--- src/rtl/wqt_pkg.sv ---
// Shared constants and types for the sliding-window quality trim block.
package wqt_pkg;

  localparam int MAX_WINDOW   = 64;
  localparam int MAX_READ_LEN = 65536;

  localparam int QUAL_W  = 8;
  localparam int WIN_CFG_W = 7;
  localparam int BYTE_CFG_W = 8;
  localparam int CFG_DATA_W = 8;
  localparam int CFG_ADDR_W = 2;

  localparam int AW     = $clog2(MAX_WINDOW);
  localparam int KW     = $clog2(MAX_WINDOW + 1);
  localparam int SUM_W  = $clog2(MAX_WINDOW * 255 + 1);
  localparam int THR_W  = $clog2(MAX_WINDOW * 510 + 1);
  localparam int CNT_W  = $clog2(MAX_READ_LEN + 1);

  localparam logic [CFG_ADDR_W-1:0] REG_WINDOW_SIZE     = 2'd0;
  localparam logic [CFG_ADDR_W-1:0] REG_MIN_WINDOW_MEAN = 2'd1;
  localparam logic [CFG_ADDR_W-1:0] REG_SCORE_OFFSET    = 2'd2;

  localparam logic [WIN_CFG_W-1:0]  RST_WINDOW_SIZE     = 7'd5;
  localparam logic [BYTE_CFG_W-1:0] RST_MIN_WINDOW_MEAN = 8'd25;
  localparam logic [BYTE_CFG_W-1:0] RST_SCORE_OFFSET    = 8'd33;

  typedef logic [CNT_W-1:0] count_t;
  typedef logic [SUM_W-1:0] sum_t;

endpackage

--- src/rtl/wqt_if.sv ---
// Handshake interfaces for quality bytes in and trim results out.
interface wqt_in_if;
  logic                        valid;
  logic                        ready;
  logic [wqt_pkg::QUAL_W-1:0]  quality;
  logic                        read_end;

  modport source (output valid, output quality, output read_end, input ready);
  modport sink   (input valid, input quality, input read_end, output ready);
endinterface

interface wqt_out_if;
  logic                        valid;
  logic                        ready;
  logic                        keep_read;
  logic [wqt_pkg::CNT_W-1:0]   trim_start;
  logic                        bad_window_seen;

  modport source (output valid, output keep_read, output trim_start,
                  output bad_window_seen, input ready);
  modport sink   (input valid, input keep_read, input trim_start,
                  input bad_window_seen, output ready);
endinterface

--- src/rtl/wqt_ram.sv ---
// Generic single-write, single-read RAM with registered read data.
module wqt_ram #(
  parameter int WIDTH = 8,
  parameter int DEPTH = 64
) (
  input  logic                     clk,
  input  logic                     we,
  input  logic [$clog2(DEPTH)-1:0] waddr,
  input  logic [WIDTH-1:0]         wdata,
  input  logic                     re,
  input  logic [$clog2(DEPTH)-1:0] raddr,
  output logic [WIDTH-1:0]         rdata
);

  logic [WIDTH-1:0] mem [DEPTH];
  logic [WIDTH-1:0] rdata_r;

  always_ff @(posedge clk) begin
    if (we) begin
      mem[waddr] <= wdata;
    end
    if (re) begin
      rdata_r <= mem[raddr];
    end
  end

  assign rdata = rdata_r;

endmodule

--- src/rtl/window_quality_trim_point.sv ---
// Sliding-window quality trim point: one result per read, on its last byte.
// A result passes through the s1 stage register, then the output register; s1
// stalls on a last byte while an earlier result is untaken. Throughput: one
// quality byte per cycle unless s1 stalls; the window sum is the difference of
// two prefix sums, one kept in a register and one read from a 64-entry RAM.
// Reset clears configuration to its defaults and all per-read state.
module window_quality_trim_point (
  input  logic                              clk,
  input  logic                              rst_n,
  input  logic                              cfg_we,
  input  logic [wqt_pkg::CFG_ADDR_W-1:0]    cfg_addr,
  input  logic [wqt_pkg::CFG_DATA_W-1:0]    cfg_wdata,
  wqt_in_if.sink                            in_ch,
  wqt_out_if.source                         out_ch
);

  localparam int AW    = wqt_pkg::AW;
  localparam int KW    = wqt_pkg::KW;
  localparam int SUM_W = wqt_pkg::SUM_W;
  localparam int THR_W = wqt_pkg::THR_W;
  localparam int CNT_W = wqt_pkg::CNT_W;

  logic [wqt_pkg::WIN_CFG_W-1:0]  win_cfg_r;
  logic [wqt_pkg::BYTE_CFG_W-1:0] mean_cfg_r;
  logic [wqt_pkg::BYTE_CFG_W-1:0] off_cfg_r;

  wqt_pkg::count_t cnt_r, cnt_nxt;
  wqt_pkg::sum_t   prefix_r, prefix_nxt;

  logic                 s1_valid_r, s1_valid_nxt;
  logic                 s1_last_r;
  logic                 s1_test_r;
  logic                 s1_bypass_r;
  wqt_pkg::sum_t        s1_prefix_r;
  wqt_pkg::sum_t        s1_prev_r;
  logic [THR_W-1:0]     s1_thr_r;
  logic [KW-1:0]        s1_k_r;
  wqt_pkg::count_t      s1_cnt_r;

  logic                 bad_seen_r, bad_seen_nxt;
  wqt_pkg::count_t      last_bad_r, last_bad_nxt;

  logic                 out_valid_r, out_valid_nxt;
  logic                 out_keep_r;
  wqt_pkg::count_t      out_trim_r;
  logic                 out_bad_r;

  logic                 in_fire, s1_go, out_load, take;
  logic [KW-1:0]        k_eff;
  logic [8:0]           thr_base;
  wqt_pkg::count_t      cnt_inc;
  logic [AW-1:0]        rd_addr;
  wqt_pkg::sum_t        ram_rdata, base_sum, win_sum;
  logic                 bad_now, fin_bad;
  wqt_pkg::count_t      fin_end;
  logic [CNT_W:0]       end_plus_k, len_plus_1;
  logic                 fin_keep;

  always_ff @(posedge clk) begin
    if (!rst_n) begin
      win_cfg_r  <= wqt_pkg::RST_WINDOW_SIZE;
      mean_cfg_r <= wqt_pkg::RST_MIN_WINDOW_MEAN;
      off_cfg_r  <= wqt_pkg::RST_SCORE_OFFSET;
    end else if (cfg_we) begin
      unique case (cfg_addr)
        wqt_pkg::REG_WINDOW_SIZE:     win_cfg_r  <= cfg_wdata[wqt_pkg::WIN_CFG_W-1:0];
        wqt_pkg::REG_MIN_WINDOW_MEAN: mean_cfg_r <= cfg_wdata;
        wqt_pkg::REG_SCORE_OFFSET:    off_cfg_r  <= cfg_wdata;
        default: ;
      endcase
    end
  end

  always_comb begin
    if (win_cfg_r == '0) begin
      k_eff = KW'(1);
    end else if (32'(win_cfg_r) > wqt_pkg::MAX_WINDOW) begin
      k_eff = KW'(wqt_pkg::MAX_WINDOW);
    end else begin
      k_eff = KW'(win_cfg_r);
    end
  end

  assign thr_base = 9'(off_cfg_r) + 9'(mean_cfg_r);

  assign take     = out_valid_r & out_ch.ready;
  assign s1_go    = s1_valid_r & (~s1_last_r | ~out_valid_r | out_ch.ready);
  assign out_load = s1_go & s1_last_r;
  assign in_ch.ready = ~s1_valid_r | s1_go;
  assign in_fire  = in_ch.valid & in_ch.ready;

  // Prefix sums are kept modulo 2**SUM_W; a window difference never wraps.
  assign cnt_inc = cnt_r + CNT_W'(1);
  assign rd_addr = cnt_r[AW-1:0] + AW'(1) - AW'(k_eff);

  always_comb begin
    cnt_nxt    = cnt_r;
    prefix_nxt = prefix_r;
    if (in_fire) begin
      if (in_ch.read_end) begin
        cnt_nxt    = '0;
        prefix_nxt = '0;
      end else if (32'(cnt_r) < wqt_pkg::MAX_READ_LEN) begin
        cnt_nxt    = cnt_inc;
        prefix_nxt = prefix_r + SUM_W'(in_ch.quality);
      end
    end
  end

  wqt_ram #(
    .WIDTH (SUM_W),
    .DEPTH (wqt_pkg::MAX_WINDOW)
  ) u_prefix_ram (
    .clk   (clk),
    .we    (in_fire),
    .waddr (cnt_r[AW-1:0]),
    .wdata (prefix_r),
    .re    (in_fire),
    .raddr (rd_addr),
    .rdata (ram_rdata)
  );

  assign s1_valid_nxt = in_fire | (s1_valid_r & ~s1_go);

  always_ff @(posedge clk) begin
    if (!rst_n) begin
      cnt_r      <= '0;
      prefix_r   <= '0;
      s1_valid_r <= 1'b0;
    end else begin
      cnt_r      <= cnt_nxt;
      prefix_r   <= prefix_nxt;
      s1_valid_r <= s1_valid_nxt;
    end
  end

  always_ff @(posedge clk) begin
    if (in_fire) begin
      s1_last_r   <= in_ch.read_end;
      s1_bypass_r <= (k_eff == KW'(1));
      s1_prev_r   <= prefix_r;
      s1_k_r      <= k_eff;
      s1_thr_r    <= THR_W'(k_eff * thr_base);
      if (32'(cnt_r) < wqt_pkg::MAX_READ_LEN) begin
        s1_test_r   <= (32'(cnt_inc) >= 32'(k_eff));
        s1_prefix_r <= prefix_r + SUM_W'(in_ch.quality);
        s1_cnt_r    <= cnt_inc;
      end else begin
        s1_test_r   <= 1'b0;
        s1_prefix_r <= prefix_r;
        s1_cnt_r    <= cnt_r;
      end
    end
  end

  assign base_sum = s1_bypass_r ? s1_prev_r : ram_rdata;
  assign win_sum  = s1_prefix_r - base_sum;
  assign bad_now  = s1_test_r & (THR_W'(win_sum) < s1_thr_r);

  assign fin_bad    = bad_seen_r | bad_now;
  assign fin_end    = bad_now ? s1_cnt_r : last_bad_r;
  assign end_plus_k = (CNT_W+1)'(fin_end) + (CNT_W+1)'(s1_k_r);
  assign len_plus_1 = (CNT_W+1)'(s1_cnt_r) + (CNT_W+1)'(1);
  assign fin_keep   = fin_bad ? (end_plus_k <= (CNT_W+1)'(s1_cnt_r))
                              : (len_plus_1 >= (CNT_W+1)'(s1_k_r));

  always_comb begin
    bad_seen_nxt = bad_seen_r;
    last_bad_nxt = last_bad_r;
    if (s1_go) begin
      if (s1_last_r) begin
        bad_seen_nxt = 1'b0;
        last_bad_nxt = '0;
      end else if (bad_now) begin
        bad_seen_nxt = 1'b1;
        last_bad_nxt = s1_cnt_r;
      end
    end
  end

  assign out_valid_nxt = out_load | (out_valid_r & ~take);

  always_ff @(posedge clk) begin
    if (!rst_n) begin
      bad_seen_r  <= 1'b0;
      last_bad_r  <= '0;
      out_valid_r <= 1'b0;
    end else begin
      bad_seen_r  <= bad_seen_nxt;
      last_bad_r  <= last_bad_nxt;
      out_valid_r <= out_valid_nxt;
    end
  end

  always_ff @(posedge clk) begin
    if (out_load) begin
      out_keep_r <= fin_keep;
      out_trim_r <= fin_bad ? fin_end : '0;
      out_bad_r  <= fin_bad;
    end
  end

  assign out_ch.valid           = out_valid_r;
  assign out_ch.keep_read       = out_keep_r;
  assign out_ch.trim_start      = out_trim_r;
  assign out_ch.bad_window_seen = out_bad_r;

endmodule

--- src/flat_wrapper.sv ---
// flat-port wrapper written by rule: the top's interface ports become plain ports
module window_quality_trim_point_flat 
  (clk, rst_n, cfg_we, cfg_addr, cfg_wdata, in_ch_valid, in_ch_quality, in_ch_read_end, in_ch_ready, out_ch_valid, out_ch_keep_read, out_ch_trim_start, out_ch_bad_window_seen, out_ch_ready);
  wqt_in_if in_ch_i ();
  wqt_out_if out_ch_i ();
  input  logic clk;
  input  logic rst_n;
  input  logic cfg_we;
  input  logic [wqt_pkg::CFG_ADDR_W-1:0] cfg_addr;
  input  logic [wqt_pkg::CFG_DATA_W-1:0] cfg_wdata;
  input wire logic [$bits(in_ch_i.valid)-1:0] in_ch_valid;
  input wire logic [$bits(in_ch_i.quality)-1:0] in_ch_quality;
  input wire logic [$bits(in_ch_i.read_end)-1:0] in_ch_read_end;
  output wire logic [$bits(in_ch_i.ready)-1:0] in_ch_ready;
  output wire logic [$bits(out_ch_i.valid)-1:0] out_ch_valid;
  output wire logic [$bits(out_ch_i.keep_read)-1:0] out_ch_keep_read;
  output wire logic [$bits(out_ch_i.trim_start)-1:0] out_ch_trim_start;
  output wire logic [$bits(out_ch_i.bad_window_seen)-1:0] out_ch_bad_window_seen;
  input wire logic [$bits(out_ch_i.ready)-1:0] out_ch_ready;
  assign in_ch_i.valid = in_ch_valid;
  assign in_ch_i.quality = in_ch_quality;
  assign in_ch_i.read_end = in_ch_read_end;
  assign in_ch_ready = in_ch_i.ready;
  assign out_ch_valid = out_ch_i.valid;
  assign out_ch_keep_read = out_ch_i.keep_read;
  assign out_ch_trim_start = out_ch_i.trim_start;
  assign out_ch_bad_window_seen = out_ch_i.bad_window_seen;
  assign out_ch_i.ready = out_ch_ready;
  window_quality_trim_point u_core (.clk(clk), .rst_n(rst_n), .cfg_we(cfg_we), .cfg_addr(cfg_addr), .cfg_wdata(cfg_wdata), .in_ch(in_ch_i), .out_ch(out_ch_i));
endmodule
--- config.mk ---
export PLATFORM = sky130hd
export DESIGN_NAME = window_quality_trim_point_flat
export DESIGN_NICKNAME = d
export VERILOG_FILES = /design/src/rtl/wqt_pkg.sv /design/src/rtl/wqt_if.sv /design/src/rtl/wqt_ram.sv /design/src/rtl/window_quality_trim_point.sv /design/src/flat_wrapper.sv
export SDC_FILE = /design/constraint.sdc
export NUM_CORES = 2
export LEC_CHECK = 0
export BUFFER_PORTS_ARGS = -buffer_cell sky130_fd_sc_hd__buf_2
export CAP_MARGIN = 20
export CORE_MARGIN = 2
export CORE_UTILIZATION = 25
export CTS_CLUSTER_DIAMETER = 120
export DETAILED_ROUTE_END_ITERATION = 8
export PLACE_DENSITY = 0.41
export RECOVER_POWER = 100
export SLEW_MARGIN = 0
export SYNTH_ARGS = -nofsm -noshare
export SYNTH_HDL_FRONTEND = slang
export SYNTH_SLANG_ARGS = --single-unit
--- constraint.sdc ---
create_clock -name clk -period 7.44 [get_ports clk]
set_clock_uncertainty 0.05 [all_clocks]
set_input_delay 1.116 -clock clk [delete_from_list [all_inputs] [get_ports clk]]
set_output_delay 1.116 -clock clk [all_outputs]
set_load 0.005 [all_outputs]
==> out/metrics.csv <==
stage;metric;value;unit
status;status;finished, violations left;
status;violations;capacitance limit, slew limit;
min_path;holdPathEnd;u_core.mean_cfg_r[4];
cts;cts.sinks;1073;
synth;synth_ff_type;edfxtp_1;
placement;placed_area;0.0508;mm^2
cts;clockBufferDepth;3;
cts;numCtsBuffers;118;
timing;slew_headroom;-145;%
timing;fin_crit_sh;93.2;%
setup_path;critical_path_class;register to register;
finish;fin_cells;5451;
finish;drive_above_1_share;18.6;%
cts;root_buffer;clkbuf_16;
finish;finalCoreUtilization;28.9;%
synth;synth_top_area_share;63.9;%
timing;worst_pin_slew;3.68;ns
die;dieArea;0.191;mm^2
die;die_x;437;um
setup_path;start_kind;register;
die;start_util;25.1;%
die;die_h;437;um
cts;cts_tree;yes;
finish;layout.nets;3041;
pwr;p_sw;0.00348;W
placement;portBuffers;44;
synth;netlist_top_cells_area;edfxtp_1, mux4_2, ha_1;
finish;multiInputGateArea;0.0145;mm^2
timing;period_minus_slack;6.93;ns
synth;ys_seq_elements;1073;
timing;hold_ws;0.433;ns
grt;grt_use_met1;17.3;%
pwr;p_leak;18.0;nW
pwr;ir_drop;0.000177;V
finish;n_fill_cell;18500;
cts;htreeDepth;3;
detailed_routing;final_antenna_net_count;0;
min_path;hp-class;register to register;
grt;grt.overflow.total;0;
setup_path;r2r_cells;30;
detailed_routing;post-route-drc-count;0;
grt;grt_use_total;12.7;%
cts;cts-hold-fix-buffers;0;
synth;netlist_area;0.0470;mm^2
synth;synthArstFlopShare;0;%
detailed_routing;wl_per_cell;22.5;um
grt;grt_pass1_vias;25600;
placement;dp_hpwl;80.4;mm
pwr;p_clk_share;40.0;%
grt;grt_start_max_net_pins;75;
grt;top_usage_layer;met2;
finish;seq_area;0.0315;mm^2
grt;antenna_found_initial;2;
pwr;power_frac_comb;12.4;%
placement;dp_cells;5227;
synth;syn_area_per_cell;17.4;um^2
setup_path;critPathMaxFanout;20;
synth;synth_most_common_cell;edfxtp_1;
grt;met3_usage;1.94;%
synth;ys_warn_count;0;
pwr;power_frac_seq;47.6;%
finish;syn_to_final_growth;15.3;%
finish;post-route-cell-area;0.0542;mm^2
synth;synth_cells;2702;
timing;setup_violations;0;
detailed_routing;drt_iter0_drc;1673;
setup_path;arrival;7.41;ns
detailed_routing;via_per_inst;4.51;
synth;synthTopCellsByCount;edfxtp_1, mux4_2, nand2_1;
timing;hold_violations;0;
synth;synth.net_count;2888;
setup_path;cpMostUsedCell;ha_1;
cts;clock_latency;0.75;ns
pwr;switching_share;24.6;%
detailed_routing;totalWireLength;123;mm
setup_path;max_stage_delay;0.41;ns
setup_path;r2r_start;u_core.s1_bypass_r;
synth;ys_seq_area_share;67.0;%
cts;clkTransAtPathRegs;0.05;ns
grt;grt_use_met2;21.2;%
placement;place_congestion;0.797;
run;cap_violations;29;
min_path;hp-start;u_core.mean_cfg_r[4];
setup_path;r2r_slack;0.51;ns
synth;synth_top_area_cell;edfxtp_1;
setup_path;required;7.91;ns
setup_path;rr_endpoint;u_core.out_ch.keep_read;
synth;synth.distinct_cells;73;
die;core;0.187;mm^2
synth;synth_edf_count;999;
detailed_routing;vias;24600;
setup_path;slowest_stage;fa_1;
timing;timing.fmax;144;MHz
pwr;p_int;0.0106;W
grt;grt_pass1_wl;180;mm
min_path;holdPathStages;2;
timing;slew_viol_final;1253;
setup_path;end_kind;register;
die;rows;159;
detailed_routing;first_pass_iters;5;
pwr;power_density;261;mW/mm^2
die;ioPinCount;45;
-- metrics by stage --
step / setup slack [ns] / total power, W / TNS (ns)
4_1_cts: 0.0277 / 0.0143 / 0
5_1_grt: -0.0131 / 0.0147 / -0.0131
6_report: 0.506 / 0.0141 / 0
3_5_place_dp: -0.0180 / 0.00861 / -0.0180
3_3_place_gp: 0.0165 / 0.00860 / 0
2_1_floorplan: 0.0742 / 0.00804 / 0
-- cells in the final DEF (no fill, tap or decap), types with 20 or more instances in the layout --
master,n
clkinv_1,33
xor2_1,31
buf_2,32
edfxtp_1,999
inv_1,109
mux2i_1,60
a21oi_1,61
clkbuf_16,120
dfxtp_1,69
nand3_1,63
buf_4,38
ha_1,122
o21ai_0,57
nor2b_1,56
xnor2_1,60
nand2_1,136
fa_1,37
clkbuf_1,122
nor3_1,24
nand4_1,20
nor2_1,116
mux4_2,280
-- layer usage --
layer	up-vias	wire (um)
li1	11000	-
met1	12900	55700
met2	485	59500
met3	166	4730
met4	0	2760
met5	-	0
-- registers in the layout, indices dropped and copies added (netlist names), 7 cells and up --
name                       count
u_core.s1_thr_r               15
u_core.out_ch.trim_start      17
u_core.prefix_r               14
u_core.s1_prefix_r            14
u_core.s1_prev_r              14
u_core.s1_cnt_r               17
u_core.u_prefix_ram.mem      896
u_core.win_cfg_r               7
u_core.s1_k_r                  7
u_core.off_cfg_r               8
u_core.last_bad_r             17
u_core.u_prefix_ram.rdata     14
u_core.mean_cfg_r              8
u_core.cnt_r                  17
-- area by class of cell --
cell class                      count  area share (%)
Clock buffer                      152            5.80
Sequential cell                  1073            58.1
Multi-Input combinational cell   1382            26.8
Inverter                          112           0.779
Timing Repair Buffer              168            1.66
Antenna cell                        1         0.00462
Clock inverter                     68            1.08
Tap cell                         2495            5.76
-- kinds of logic after synthesis --
logic type | share of synthesized area (%)
DFF | 67.0
xor gates and xnor gates | 1.75
AOI/OAI and AO/OA | 3.59
adders and majority gates | 4.92
buffers and inverters | 2.24
and+or+nand+nor | 5.47
muxes | 15.0
-- power by group through the flow --
stage               Clock, W  Sequential (W)  Combinational, W
global route         0.00605         0.00673           0.00194
detailed placement         0         0.00683           0.00178
finish               0.00564         0.00672           0.00176
floorplan                  0         0.00684           0.00120
CTS                  0.00582         0.00671           0.00179
global placement           0         0.00683           0.00177
-- worst max path at each step --
stage	start	endpoint	slack, ns	cells past startpoint
after floorplan	u_core.s1_bypass_r	u_core.out_ch.keep_read	0.07	32
after global placement	u_core.s1_bypass_r	u_core.out_ch.keep_read	0.02	31
after detailed placement	u_core.s1_bypass_r	u_core.out_ch.keep_read	-0.02	31
after CTS	u_core.s1_bypass_r	u_core.out_ch.keep_read	0.03	30
after global routing	u_core.s1_bypass_r	u_core.out_ch.keep_read	-0.01	30
final	u_core.s1_bypass_r	u_core.out_ch.keep_read	0.51	30
-- worst max-delay path, delay by kind of cell (launching register included) --
kind	cells	cell delay [ns]
buffers and inverters	2	0.35
adders and majority gates	5	1.54
DFF	1	0.40
AOI/OAI and AO/OA	15	2.88
muxes	2	0.70
and+or+nand+nor	6	0.79
-- repair_timing --
action,CTS,global route
endpoints found under the setup margin,1,1
buffers inserted,0,1
pin swaps,0,3
gates resized for setup,2,10
No activity file was read; power rests on OpenSTA's default activity.
